$ cat config.mk
export PLATFORM = sky130hd
export DESIGN_NAME = tcmr_ram
export DESIGN_NICKNAME = d
export VERILOG_FILES = /design/src/sv/tcmr_ram.sv
export SDC_FILE = /design/constraint.sdc
export NUM_CORES = 2
export LEC_CHECK = 0
export BUFFER_PORTS_ARGS = -buffer_cell sky130_fd_sc_hd__buf_2
export CAP_MARGIN = 10
export CORE_MARGIN = 2
export CORE_UTILIZATION = 60
export CTS_CLUSTER_SIZE = 14
export DETAILED_ROUTE_END_ITERATION = 12
export MAX_ROUTING_LAYER = met4
export PLACE_DENSITY = 0.76
export SYNTH_ARGS = -nofsm -noshare
export SYNTH_HDL_FRONTEND = slang
export SYNTH_SLANG_ARGS = --single-unit
$ cat constraint.sdc
create_clock -name clock -period 2.3 [get_ports clock]
set_input_delay 0 -clock clock [delete_from_list [all_inputs] [get_ports clock]]
set_output_delay 0 -clock clock [all_outputs]
set_load 0.1 [all_outputs]
$ cat src/sv/tcmr_ram.sv
module tcmr_ram #(
   parameter int WIDTH = 10,
   parameter int DEPTH = 256
) (
   input  logic                     clock,
   input  logic                     wr_en,
   input  logic [$clog2(DEPTH)-1:0] wr_addr,
   input  logic [WIDTH-1:0]         wr_data,
   input  logic [$clog2(DEPTH)-1:0] rd_addr,
   output logic [WIDTH-1:0]         rd_data
);

   logic [WIDTH-1:0] mem_ff [DEPTH];
   logic [WIDTH-1:0] rd_data_ff;

   always_ff @(posedge clock) begin
      if (wr_en) begin
         mem_ff[wr_addr] <= wr_data;
      end
      rd_data_ff <= mem_ff[rd_addr];
   end

   assign rd_data = rd_data_ff;

endmodule

== Yosys cells after proc, flatten, opt, wreduce, memory -nomap -nowiden ==
Memory sizes are Yosys's and may differ from the RTL's. A register that Yosys moved wholly into a read port is not among the register bits.
Index checks and enable logic that the tools add are counted.

* Shifts and indexed selects: 0
* Eq/ne operators: 0
* Multiplexer cells: 2
* Divide/modulo/power cells: 0
* Multiply operators: 0
* $lt $le $gt $ge: 0
* Reductions and logical operators: 0
* Bitwise gates (word level): 0
* Add/subtract/negate cells: 0

{| class="wikitable"
|+ Operators by type and width
! kind !! count
|-
| 2-to-1 mux 1 bit || 2
|}

* Logic and storage cells: 3
* Memory bits (read-only): 0
* Register bits: 0
* Output and inout bits: 10
* Memory bits (writable): 2560
* Input bits: 28
* Memories: 1
* Bits in latches: 0

{| class="wikitable"
|+ Memories
! name !! words !! width !! read ports !! clocked after Yosys merged registers in !! wr ports !! RTL line !! RTL
|-
| mem_ff || 256 || 10 || 1 || 1 || 1 || 13 || <nowiki>logic [WIDTH-1:0] mem_ff [DEPTH];</nowiki>
|}

== Longest topological paths before layout ==
* Depth in word-level cells: 2
* Mapped depth: 12
* Depth with buffers taken out: 6

== Worst setup path after synthesis ==
No wires, ideal clock.

* Kind: in2reg
* Start point: input port rd_addr[0]
* End point: register rd_data_ff[3] (netlist: rd_data[3]) (read register of mem_ff)
* Library setup time: 0.126 ns
* Data arrival time: 1.816 ns
* Data required time: 2.174 ns
* Cell stages on the path: 9
* Setup slack: 0.359 ns
* Path buffers: 4
* Path through: buf_4 buf_8 buf_8 buf_2 mux4_2 a22oi_1 a21oi_1 nor4_1 nor3_1

{| class="wikitable"
|+ RTL lines
! item !! RTL line !! RTL
|-
| start: declaration || 9 || <nowiki>input logic [$clog2(DEPTH)-1:0] rd_addr,</nowiki>
|-
| end: declaration || 14 || <nowiki>logic [WIDTH-1:0] rd_data_ff;</nowiki>
|}

==> summary.txt <==
Status
  • Outcome: finished, violations left
  • Failing checks: setup timing

Drt
  • DR vias: 52700
  • Drt via density: 6.75
  • Detailed Route Iter0 Violations: 8178
  • Routed WL: 255 mm
  • Drt wl/cell: 32.6 um
  • Post-route DRC: 0
  • Routed Antenna Nets: 0
  • Pre-antenna DRT Iters: 8

Synthesis
  • Synth unique cells: 53
  • Synth warn: 0
  • Synth top cells by count: edfxtp_1, mux4_2, nor2_1, mux2i_1, a22oi_1
  • Syn nets: 4670
  • Mapped Area: 0.0993 sq mm
  • Synth Instances: 4642
  • Largest cells by area after synthesis: edfxtp_1, mux4_2, mux2i_1
  • #FFs+latches synth: 2570
  • Seq/Total Area, Yosys: 0.777
  • Count leader, synth: edfxtp_1
  • Yosys top cell area share: 0.775
  • Ys flop type: edfxtp_1
  • Cell taking the most area after synthesis: edfxtp_1
  • Avg Inst Size Synth: 21.4 sq um
  • Post-synth EDFFs: 2560
  • Async set or reset register ratio after synthesis: 0

Global route
  • Met2 Use GR: 0.483
  • GR Util met1: 0.418
  • Grt ovf: 0
  • Initial antenna violation count: 10
  • Most used routing layer: met2
  • Vias in the first global route: 52600
  • Largest net degree at the start of global routing: 157
  • Met3 GRT Util: 0.0672
  • Total GRT Usage: 0.314
  • First-pass GRT wire length: 368 mm

Die
  • Core Region: 0.165 sq mm
  • Starting density of the core: 0.603
  • I/O pin count: 38
  • Die Ht: 411 um
  • Die area: 0.169 sq mm
  • Chip width: 411 um
  • # rows: 149

STA
  • Final period utilization: 1.02
  • Final WS setup: -0.0367 ns
  • Worst-margin pin slew: 0.896 ns
  • Final TNS setup: -0.0375 ns
  • Hold Vio Cnt, Final: 0
  • Max Freq: 428 MHz
  • Tmin final: 2.34 ns
  • Final Max Tran Viols: 0
  • # setup viols final: 2
  • Minimum hold slack: 0.143 ns
  • RSZ-0062 raised after global routing: true
  • Skew final: 0.0593 ns
  • Relative slew slack: 0.396

Clock network
  • CTS tree: done
  • Root buf cell: clkbuf_16
  • Clk_lat worst skew: 0.87 ns
  • CTS Buffer Depth: 3
  • Clock sink total: 2570
  • Clk slew on worst S/H paths: 0.06 ns
  • Inserted Clock Buffers: 237
  • H-tree levels: 4

Setup path
  • Worst path required time: 3.07 ns
  • Crit. End Element: flip-flop
  • CP startpoint kind: primary input
  • Crit path DAT: 3.11 ns
  • CP Max Fanout: 16
  • Critical path type: in2reg
  • Reg-to-reg slack, setup: -0.03 ns

Power and ir drop
  • Internal: 74.9 mW
  • Clock power frac: 0.400
  • LEAKAGE: 37.6 nW
  • PwrDens: 829 mW/mm^2
  • Switching portion of total power: 0.217
  • Power share of the combinational group: 0.060
  • Peak supply drop: 0.000901 V
  • Switch Pwr: 20.8 mW
  • Reg power frac: 0.541

Placement
  • # port buffers: 37
  • Dpl ws: -1.12 ns
  • Dpl hpwl: 160 mm
  • Area after DPL: 0.107 sq mm
  • Gpl congestion: 0.927

Final layout
  • Design area: 0.115 sq mm
  • Seq. cell area: 0.0771 sq mm
  • Layout area overhead: 16.3%
  • Footprint of the multi-input gates: 0.0206 sq mm
  • Final net count: 5435
  • Final core occ: 0.701
  • Share of layout cells above drive strength 1: 0.299
  • Fill cells: 9300

Hold path
  • Worst hold-check path type: in2reg

Run
  • Max Cap Violations: 0
==> metal layers <==
metal / routed length [um] / share of wire / vias up
li1: - / - / 21100
met1: 90600 / 0.36 / 27300
met2: 123000 / 0.48 / 3720
met3: 29600 / 0.12 / 576
met4: 11800 / 0.046 / 0
met5: 0 / 0 / -
==> critical path, cell delays in order <==
cell	delay, ns
dlygate4sd3_1	0.52
clkbuf_4	0.36
buf_4	0.39
nand2b_1	0.23
or2_2	0.34
o21ai_0	0.72
nor4_2	0.15
buf_4	0.19
nor4_1	0.17
==> what timing repair did <==
action	4_1_cts	5_1_grt
setup buffers	0	0
endpoints found under the setup margin	9	9
pin swaps	3	5
hold endpoints to repair	2016	0
gates resized for setup	27	27
hold buffers	24	0
==> sequential cells by signal, indices dropped and copies added, names as in the netlist <==
name / cells
rd_data: 10
mem_ff: 2560
==> stage by stage <==
step	instances	power, mW
2_1_floorplan	4642	55.4
3_3_place_gp	7333	58.1
3_5_place_dp	7333	58.2
4_1_cts	7799	95.8
5_1_grt	7804	97.7
6_report	7808	95.7
==> layout make-up <==
class	count	share of cell area
antenna	9	0.000195
clock buffer	284	0.0533
clock inverter	158	0.0125
inverter	3	0.0000975
multi-input combinational	1785	0.179
sequential	2570	0.668
tap	2189	0.0237
timing repair buffer	810	0.0638
==> power by group through the flow <==
| stage | Clock (mW) | Sequential, mW | Combinational, mW |
|---|---|---|---|
| CTS | 38.4 | 51.7 | 5.61 |
| finish | 38.2 | 51.7 | 5.71 |
| global route | 40.2 | 51.7 | 5.89 |
| floorplan | 0 | 52.9 | 2.48 |
| detailed placement | 0 | 52.7 | 5.48 |
| global placement | 0 | 52.7 | 5.35 |
==> placed cells by master (no fill, tap or decap), drive strengths merged, types with 13 or more instances in the layout <==
| master | synthesis | final |
|---|---|---|
| o22ai | 57 | 57 |
| a221oi | 15 | 15 |
| a21oi | 113 | 113 |
| nor2b | 24 | 24 |
| mux2i | 210 | 210 |
| clkinv | 0 | 125 |
| nor3 | 33 | 33 |
| nand2 | 47 | 47 |
| clkbuf | 132 | 294 |
| a22o | 13 | 13 |
| o221ai | 40 | 40 |
| bufinv | 0 | 18 |
| a22oi | 191 | 191 |
| mux4 | 536 | 536 |
| nand3 | 39 | 39 |
| dlygate4sd3 | 0 | 24 |
| buf | 152 | 776 |
| nor4 | 27 | 27 |
| nor2 | 292 | 292 |
| edfxtp | 2560 | 2560 |
==> logic make-up after synthesis <==
group / synth area share
AOI/OAI and AO/OA: 0.0371
buffers and inverters: 0.0188
DFF: 0.777
muxes: 0.144
and+or+nand+nor: 0.0232
==> worst paths after layout <==
path	to	startpoint	cells after the start
worst max register to register	rd_data[8]	mem_ff[208][8]	8
worst min-delay path	rd_data[3]	rd_addr[4]	6
worst min register to register	rd_data[4]	mem_ff[10][4]	6
worst max-delay path	rd_data[8]	rd_addr[5]	9
(Power assumes the default switching activity.)
