==> src/sv/tcmr_pkg.sv <==
package tcmr_pkg;

   localparam int MAX_CITIES = 16;
   localparam int IDX_W      = $clog2(MAX_CITIES);
   localparam int SIDE_W     = IDX_W + 1;
   localparam int ADDR_W     = 2 * IDX_W;
   localparam int DEPTH      = MAX_CITIES * MAX_CITIES;
   localparam int VAL_W      = 10;
   localparam int COST_W     = 15;
   localparam int CMD_W      = 3;

   localparam logic [VAL_W-1:0] MARK = VAL_W'(999);

   localparam logic [CMD_W-1:0] CMD_WRITE    = 3'd0;
   localparam logic [CMD_W-1:0] CMD_READ     = 3'd1;
   localparam logic [CMD_W-1:0] CMD_NULL_ROW = 3'd2;
   localparam logic [CMD_W-1:0] CMD_NULL_COL = 3'd3;
   localparam logic [CMD_W-1:0] CMD_MEASURE  = 3'd4;
   localparam logic [CMD_W-1:0] CMD_APPLY    = 3'd5;

   typedef struct packed {
      logic [CMD_W-1:0] cmd;
      logic [IDX_W-1:0] row;
      logic [IDX_W-1:0] col;
      logic [IDX_W-1:0] line;
      logic [VAL_W-1:0] value;
   } req_type;

   typedef struct packed {
      logic [VAL_W-1:0]  read_value;
      logic [COST_W-1:0] reduction_cost;
      logic              already_reduced;
      logic              index_error;
   } rsp_type;

   typedef struct packed {
      logic              we;
      logic [ADDR_W-1:0] waddr;
      logic [VAL_W-1:0]  wdata;
      logic [ADDR_W-1:0] raddr;
   } mem_type;

   typedef struct packed {
      logic ready;
      logic done;
   } stat_type;

endpackage

==> src/sv/tcmr_engine.sv <==
module tcmr_engine (
   input  logic                     clock,
   input  logic                     reset,
   input  logic [tcmr_pkg::SIDE_W-1:0] city_count,
   input  logic                     start,
   input  tcmr_pkg::req_type        req,
   input  logic                     out_free,
   output tcmr_pkg::stat_type       stat,
   output tcmr_pkg::rsp_type        res,
   output tcmr_pkg::mem_type        cost_mem,
   input  logic [tcmr_pkg::VAL_W-1:0] cost_rdata,
   output tcmr_pkg::mem_type        scr_mem,
   input  logic [tcmr_pkg::VAL_W-1:0] scr_rdata
);

   import tcmr_pkg::*;

   localparam logic [3:0] S_IDLE   = 4'd0;
   localparam logic [3:0] S_EXEC   = 4'd1;
   localparam logic [3:0] S_RDATA  = 4'd2;
   localparam logic [3:0] S_NULL   = 4'd3;
   localparam logic [3:0] S_RMIN   = 4'd4;
   localparam logic [3:0] S_RSUB   = 4'd5;
   localparam logic [3:0] S_RDRAIN = 4'd6;
   localparam logic [3:0] S_CSUM   = 4'd7;
   localparam logic [3:0] S_CSUB   = 4'd8;
   localparam logic [3:0] S_DONE   = 4'd9;

   localparam logic [1:0] K_MIN  = 2'd0;
   localparam logic [1:0] K_RSUB = 2'd1;
   localparam logic [1:0] K_CSUB = 2'd2;

   logic [3:0]        state_ff, state_in;
   req_type           req_ff, req_in;
   rsp_type           res_ff, res_in;
   logic [IDX_W-1:0]  a_ff, a_in, t_ff, t_in;
   logic [VAL_W-1:0]  min_ff, min_in, cmin_ff, cmin_in;
   logic [COST_W-1:0] cost_ff, cost_in;
   logic              all_zero_ff, all_zero_in;
   logic [VAL_W-1:0]  colmin_ff [MAX_CITIES];
   logic [VAL_W-1:0]  colmin_in [MAX_CITIES];
   logic [MAX_CITIES-1:0] col_zero_ff, col_zero_in;
   logic              pend_ff, pend_in;
   logic [1:0]        pkind_ff, pkind_in;
   logic [IDX_W-1:0]  pa_ff, pa_in, pt_ff, pt_in;

   logic [SIDE_W-1:0] n_side, n_m1;
   logic [IDX_W-1:0]  last_idx, cm_idx;
   logic              t_last, a_last, entry_bad, line_bad, is_reduce;
   logic [VAL_W-1:0]  pv, base_min, m_eff, sub_val, cm_rd, base_cm, sat_val;

   assign n_side   = (city_count < SIDE_W'(2)) ? SIDE_W'(2) :
                     (city_count > SIDE_W'(MAX_CITIES)) ? SIDE_W'(MAX_CITIES) : city_count;
   assign n_m1     = n_side - SIDE_W'(1);
   assign last_idx = n_m1[IDX_W-1:0];
   assign t_last   = (t_ff == last_idx);
   assign a_last   = (a_ff == last_idx);
   assign entry_bad = ({1'b0, req_ff.row} >= n_side) || ({1'b0, req_ff.col} >= n_side);
   assign line_bad  = ({1'b0, req_ff.line} >= n_side);
   assign is_reduce = (req_ff.cmd == CMD_MEASURE) || (req_ff.cmd == CMD_APPLY);
   assign sat_val   = (req_ff.value > MARK) ? MARK : req_ff.value;

   assign pv       = (pkind_ff == K_CSUB) ? scr_rdata : cost_rdata;
   assign base_min = (pt_ff == '0) ? MARK : min_ff;
   assign m_eff    = (pkind_ff == K_CSUB) ? ((cmin_ff == MARK) ? '0 : cmin_ff)
                                          : ((min_ff == MARK) ? '0 : min_ff);
   assign sub_val  = (pv == MARK) ? MARK : pv - m_eff;
   assign cm_idx   = (state_ff == S_CSUM) ? a_ff : pt_ff;
   assign cm_rd    = colmin_ff[cm_idx];
   assign base_cm  = (pa_ff == '0) ? MARK : cm_rd;

   always_comb begin
      state_in    = state_ff;
      req_in      = req_ff;
      res_in      = res_ff;
      a_in        = a_ff;
      t_in        = t_ff;
      min_in      = min_ff;
      cmin_in     = cmin_ff;
      cost_in     = cost_ff;
      all_zero_in = all_zero_ff;
      colmin_in   = colmin_ff;
      col_zero_in = col_zero_ff;
      pend_in     = 1'b0;
      pkind_in    = pkind_ff;
      pa_in       = pa_ff;
      pt_in       = pt_ff;
      stat.ready  = (state_ff == S_IDLE);
      stat.done   = 1'b0;
      cost_mem    = '{we: 1'b0, waddr: {a_ff, t_ff}, wdata: MARK, raddr: {a_ff, t_ff}};
      scr_mem     = '{we: 1'b0, waddr: {pa_ff, pt_ff}, wdata: sub_val, raddr: {t_ff, a_ff}};

      unique case (state_ff)
         S_IDLE: begin
            if (start) begin
               req_in   = req;
               state_in = S_EXEC;
            end
         end
         S_EXEC: begin
            res_in   = '0;
            state_in = S_DONE;
            unique case (req_ff.cmd)
               CMD_WRITE: begin
                  if (entry_bad) begin
                     res_in.index_error = 1'b1;
                  end else begin
                     cost_mem.we    = 1'b1;
                     cost_mem.waddr = {req_ff.row, req_ff.col};
                     cost_mem.wdata = sat_val;
                  end
               end
               CMD_READ: begin
                  if (entry_bad) begin
                     res_in.index_error = 1'b1;
                  end else begin
                     cost_mem.raddr = {req_ff.row, req_ff.col};
                     state_in       = S_RDATA;
                  end
               end
               CMD_NULL_ROW, CMD_NULL_COL: begin
                  if (line_bad) begin
                     res_in.index_error = 1'b1;
                  end else begin
                     t_in     = '0;
                     state_in = S_NULL;
                  end
               end
               CMD_MEASURE, CMD_APPLY: begin
                  a_in        = '0;
                  t_in        = '0;
                  cost_in     = '0;
                  all_zero_in = 1'b1;
                  state_in    = S_RMIN;
               end
               default: begin
               end
            endcase
         end
         S_RDATA: begin
            res_in.read_value = cost_rdata;
            state_in          = S_DONE;
         end
         S_NULL: begin
            cost_mem.we    = 1'b1;
            cost_mem.waddr = (req_ff.cmd == CMD_NULL_ROW) ? {req_ff.line, t_ff}
                                                          : {t_ff, req_ff.line};
            t_in = t_ff + 1'b1;
            if (t_last) begin
               state_in = S_DONE;
            end
         end
         S_RMIN, S_RSUB: begin
            pend_in  = 1'b1;
            pkind_in = (state_ff == S_RMIN) ? K_MIN : K_RSUB;
            pa_in    = a_ff;
            pt_in    = t_ff;
            t_in     = t_ff + 1'b1;
            if (t_last) begin
               t_in = '0;
               if (state_ff == S_RMIN) begin
                  state_in = S_RSUB;
               end else if (a_last) begin
                  state_in = S_RDRAIN;
               end else begin
                  a_in     = a_ff + 1'b1;
                  state_in = S_RMIN;
               end
            end
         end
         S_RDRAIN: begin
            a_in     = '0;
            state_in = S_CSUM;
         end
         S_CSUM: begin
            if (cm_rd != '0 && cm_rd != MARK) begin
               cost_in = cost_ff + COST_W'(cm_rd);
            end
            all_zero_in = all_zero_ff & col_zero_ff[a_ff];
            cmin_in     = cm_rd;
            if (req_ff.cmd == CMD_APPLY) begin
               t_in     = '0;
               state_in = S_CSUB;
            end else if (a_last) begin
               state_in = S_DONE;
            end else begin
               a_in = a_ff + 1'b1;
            end
            res_in.reduction_cost  = cost_in;
            res_in.already_reduced = all_zero_in;
         end
         S_CSUB: begin
            pend_in  = 1'b1;
            pkind_in = K_CSUB;
            pa_in    = a_ff;
            pt_in    = t_ff;
            t_in     = t_ff + 1'b1;
            if (t_last) begin
               t_in = '0;
               if (a_last) begin
                  state_in = S_DONE;
               end else begin
                  a_in     = a_ff + 1'b1;
                  state_in = S_CSUM;
               end
            end
         end
         S_DONE: begin
            if (!is_reduce) begin
               res_in.reduction_cost  = '0;
               res_in.already_reduced = 1'b0;
            end
            stat.done = out_free;
            if (out_free) begin
               state_in = S_IDLE;
            end
         end
         default: begin
            state_in = S_IDLE;
         end
      endcase

      if (pend_ff) begin
         unique case (pkind_ff)
            K_MIN: begin
               min_in = (pv != MARK && pv < base_min) ? pv : base_min;
               col_zero_in[pt_ff] = ((pa_ff == '0) ? 1'b0 : col_zero_ff[pt_ff]) | (pv == '0);
            end
            K_RSUB: begin
               scr_mem.we = 1'b1;
               colmin_in[pt_ff] = (sub_val != MARK && sub_val < base_cm) ? sub_val : base_cm;
               if (pt_ff == '0) begin
                  if (min_ff != '0 && min_ff != MARK) begin
                     cost_in = cost_ff + COST_W'(min_ff);
                  end
                  all_zero_in = all_zero_ff & (min_ff == '0);
               end
            end
            K_CSUB: begin
               cost_mem.we    = 1'b1;
               cost_mem.waddr = {pt_ff, pa_ff};
               cost_mem.wdata = sub_val;
            end
            default: begin
            end
         endcase
      end
   end

   always_ff @(posedge clock) begin
      if (reset) begin
         state_ff <= S_IDLE;
         pend_ff  <= 1'b0;
      end else begin
         state_ff <= state_in;
         pend_ff  <= pend_in;
      end
      req_ff      <= req_in;
      res_ff      <= res_in;
      a_ff        <= a_in;
      t_ff        <= t_in;
      min_ff      <= min_in;
      cmin_ff     <= cmin_in;
      cost_ff     <= cost_in;
      all_zero_ff <= all_zero_in;
      colmin_ff   <= colmin_in;
      col_zero_ff <= col_zero_in;
      pkind_ff    <= pkind_in;
      pa_ff       <= pa_in;
      pt_ff       <= pt_in;
   end

   always_comb begin
      res = res_ff;
      if (!is_reduce) begin
         res.reduction_cost  = '0;
         res.already_reduced = 1'b0;
      end
   end

endmodule

==> config.mk <==
export PLATFORM = sky130hd
export DESIGN_NAME = tcmr_engine
export DESIGN_NICKNAME = d
export VERILOG_FILES = /design/src/sv/tcmr_pkg.sv /design/src/sv/tcmr_engine.sv
export SDC_FILE = /design/constraint.sdc
export NUM_CORES = 1
export LEC_CHECK = 0
export BUFFER_PORTS_ARGS = -buffer_cell sky130_fd_sc_hd__buf_2
export CORE_AREA = 2 2 177 179
export DETAILED_ROUTE_END_ITERATION = 16
export DIE_AREA = 0 0 179 181
export PLACE_DENSITY = 0.72
export SYNTH_ARGS = -nofsm -noshare
export SYNTH_HDL_FRONTEND = slang
export SYNTH_SLANG_ARGS = --single-unit
==> constraint.sdc <==
create_clock -name clock -period 7.4 [get_ports clock]
set_input_delay 2.22 -clock clock [delete_from_list [all_inputs] [get_ports clock]]
set_output_delay 2.22 -clock clock [all_outputs]
set_load 0.05 [all_outputs]
# Word-level counts from Yosys, hierarchy flattened
# Cells that the tools add are included.
dict set report op_classes {
  n_addsub 6
  n_lt_le_gt_ge 14
  n_eq_ne 37
  muxes 86
  bitwise 5
  n_reduce_logical 33
}
# op count
set ops {}
lappend ops {{bitwise mux 160 bit} 1}
lappend ops {{two-way mux 10 bit} 13}
lappend ops {{two-way mux 15 bit} 6}
lappend ops {{two-way mux 4 bit} 20}
lappend ops {{two-way mux 19 bit} 4}
lappend ops {{case mux 16 bit (3 select lines)} 1}
lappend ops {{binary-select mux 10 bit (select 4 bit)} 1}
lappend ops {{demux 10 bit (select 4 bit)} 1}
lappend ops {{inequality test 10 bit (second input constant)} 4}
lappend ops {{case mux 4 bit (9 select lines)} 1}
lappend ops {{adder 15 x 10 -> 15 bit} 2}
lappend ops {{equality test 10 bit (second input constant)} 3}
lappend ops {{case mux 15 bit (2 select lines)} 1}
lappend ops {{two-way mux 8 bit} 3}
lappend ops {{logical NOT 10 bit} 2}
lappend ops {{< comparator 10 bit} 2}
lappend ops {{case mux 10 bit (2 select lines)} 1}
lappend ops {{case mux 4 bit (5 select lines)} 1}
lappend ops {{nonzero test 10 bit} 2}
lappend ops {{two-way mux 18 bit} 1}
lappend ops {{case mux 9 bit (2 select lines)} 1}
lappend ops {{bitwise mux 16 bit} 1}
lappend ops {{equality test 4 x 3 -> 1 bit (second input constant)} 4}
lappend ops {{two-way mux 16 bit} 1}
lappend ops {{other kinds (51)} 104}
dict set report word_totals {
  register_bits 287
  inputBits 54
  output_inout_bits 83
  elab_cells 218
}

# Longest topological paths before layout
dict set report logic_depth {
  depth_word 14
  mapped_depth 24
  mapped_depth_nobuf 23
}

# Worst setup path after synthesis
# No wires, ideal clock.
dict set report synth_path {
  path_kind {input -> output}
  startpoint {in city_count[2] in the netlist's numbering}
  endpoint {out cost_mem[19] in the netlist's numbering}
  arrival_time_ns 5.472
  t_required_ns 5.180
  path_slack_ns -0.292
  stages 13
  n_path_buf 1
  path_cell_list {nor3_1 nor3b_1 ha_1 nand2b_1 a21oi_1 nor2b_1 o21ai_0 a31oi_1 nand2b_1 clkbuf_1 mux2_2 a222oi_1 o21ai_0}
}
# item line
set synth_rtl {}
lappend synth_rtl {{from (decl)} tcmr_engine.sv:4} ;# input logic [tcmr_pkg::SIDE_W-1:0] city_count,
lappend synth_rtl {{to (decl)} tcmr_engine.sv:10} ;# output tcmr_pkg::mem_type cost_mem,

==> flow_summary.toml <==
[place]
placed_area_um2 = 17100
gp_congestion = 0.917
place_hpwl_um = 30200
port_buffers = 136
dpl_worst_slack_ns = 0.151
dp_cells = 1909

[logic_synthesis]
ys_top_cells_by_area = "edfxtp_1, ha_1, mux2i_1"
synth_seq_cells = 287
syn_avg_cell_area_um2 = 11.3
netlist.top_cell.by_area = "edfxtp_1"
synth-seq-area-share = 0.526
synth_nets = 1543
async_flop_share = 0
synth-edff-count = 266
netlist.area_leader.share = 0.500
synth.distinct_cells = 75
syn-cell-area_um2 = 16000
netlist_instances = 1420
ys.flop_type = "edfxtp_1"
yosysMostFrequentCell = "edfxtp_1"
ys_top_cells_by_count = "edfxtp_1, nand2_1, nor2_1"
yosys_warnings = 0

[clocking]
clk_pin_slew_ns = 0.06
clk_latency_ns = 0.59
h-tree-depth = 1
cts_made_buffers = 31
clockRootBuffer = "clkbuf_16"
cts.sinks = 287
clk_path_buf_depth = 3
cts-hold-fix-buffers = 0
post_cts_buffers = 0
cts_tree = "done"

[sta]
rsz0062_at_grt = "no"
fmax_ghz = 0.139
hold-worst-slack_ns = 0.518
finalCriticalPeriod_ns = 7.21
fin_crit_sh = 0.974
hold_viol = 0
finalClockSkew_ns = 0.0413
worst_slew_pin_slew_ns = 1.32
final_max_slew_viol_count = 0
setup-tns-final_ns = 0
setup_viol = 0
relSlewSlack = 0.0965
fin_ws_ns = 0.191

[pwr]
p_per_area_nw_per_um2 = 493
peakVddDrop_uv = 264
p_leak_nw = 6.94
p_total_mw = 8.93

[global_route]
globalRouteTotalUtil = 0.261
antenna_found_initial = 1
grt_overflow_total = 0
grt_max_degree = 43
grt_pass1_vias = 11700
grt_pass1_wl_um = 65600

[cells_and_area]
fin_util = 0.597
instances_no_fill = 1968
multi_input_area_um2 = 6990
fillers = 2419
stdcell_area_um2 = 18100
syn2layout_area_growth_pct = 13.4
nNetsFinal = 1670
regArea_um2 = 8410
final_layout_size_suffix_gt1_frac = 0.193

[setup_path]
worstPathArrival_ns = 4.99
cpPeakStageDelay_ns = 0.40
cp_cell_sequence = "buf_2 > mux2i_1 > ha_1 > inv_1 > fa_1 > a21o_1 > a21o_1 > a211oi_2 > o21bai_1 > a21oi_1 > xor2_1 > nand2_1 > inv_1 > a21oi_2 > clkbuf_4"
critPathTopFamily = "compound AO/OA/AOI/OAI gates"
worst-path-max-fanout = 4
worstSetupEndpointType = "output port"
crit_buf_inv = 4
worst_path_max_delay_cell = "fa_1"
crit_type = "in -> out"
startpoint_type = "input pin"
critical_path_required_ns = 5.18

[routing]
num_vias = 12100
ant_nets = 0
wl_per_cell_um = 21.6
route.detailed.drc = 0
viasPerCell = 6.17
drt-total-wl_um = 42500
drtIter0Drc = 1307
first_pass_iters = 7

[status]
status = "finished clean"

[floorplan]
dieArea_um2 = 32400
start_util = 0.526
io_pins = 137
core_area_um2 = 30300
die_h_um = 181
fp-row-count = 64
die_x_um = 179

[worst_hold_path]
min_path_type = "reg -> reg"

[job]
drv_cap = 0
==> sequential cells by signal, indices dropped and copies added, names as in the netlist, 10 cells and up <==
signal       count
cmin_ff         10
col_zero_ff     16
colmin_ff      160
cost_ff         15
min_ff          10
req_ff          25
res             11
res_ff          16
==> routing by layer <==
metal,part of all wire,vias up,routed length [um],GRT usage
met5,0,-,0,0
met4,0.048,0,2040,0.114
met3,0.074,128,3130,0.0389
met2,0.47,523,19900,0.422
met1,0.41,5905,17500,0.349
li1,-,5593,-,-
==> power breakdown <==
group,internal [mW],switching [mW]
Sequential,2.69,0.222
Combinational,1.38,3.14
Clock,0.843,0.651
==> worst reg2reg max path, delay by kind of cell (launching register included) <==
| kind | cells | cell delay [ns] |
|---|---|---|
| DFF | 1 | 0.65 |
| adders and majority gates | 1 | 0.31 |
| AOI/OAI and AO/OA | 7 | 1.45 |
| buffers and inverters | 2 | 0.54 |
| muxes | 3 | 2.20 |
| and+or+nand+nor | 6 | 0.79 |
==> final timing paths <==
check	startpoint	end	slack (ns)	depth (start not counted)
max reg2reg	state_ff[2]	colmin_ff[66]	1.11	19
min	cost_ff[14]	cost_ff[14]	0.52	2
min reg2reg	cost_ff[14]	cost_ff[14]	0.52	2
max	cost_rdata[0]	cost_mem[16]	0.19	15
==> kinds of logic after synthesis <==
logic type | after synthesis | synth area share
compound gates | 273 | 0.118
xor+xnor | 34 | 0.0186
fa+ha+maj | 69 | 0.0555
buf+inv | 148 | 0.0415
flops | 287 | 0.526
mux | 117 | 0.0941
simple gates | 492 | 0.146
==> what timing repair did <==
action / in CTS / in global routing
hold endpoints to repair: 0 / 0
resized for setup: 0 / 8
endpoints found under the setup margin: 0 / 13
==> area by class of cell <==
cell class                 count  area share
antenna                        1    0.000138
clock buffer                  36      0.0438
clock inverter                21      0.0100
inverter                      60      0.0126
multi-input combinational    985       0.385
sequential                   287       0.464
tap                          396      0.0273
timing repair buffer         182      0.0567
==> placed cells by master (no fill, tap or decap), types with 7 or more instances in the layout <==
cell type,instances
edfxtp_1,266
nand2_1,171
buf_2,135
nor2_1,112
mux2i_1,68
ha_1,66
inv_1,58
a21oi_1,57
buf_4,46
nand3_1,41
and2_1,40
o21ai_0,35
clkbuf_16,31
mux4_2,23
xnor2_1,23
mux2_2,22
nand4_1,22
dfxtp_1,21
nor3_1,20
nand2b_1,19
a21o_1,17
nor2b_1,15
a31oi_1,13
a211oi_1,13
o22ai_1,13
and3_1,12
a22oi_1,11
xor2_1,11
o21ai_1,10
a222oi_1,9
clkinv_2,9
or4_1,8
o2bb2ai_1,8
nor4_1,7
o21bai_1,7
a32oi_1,7
Power figures use the tool's default switching activity.
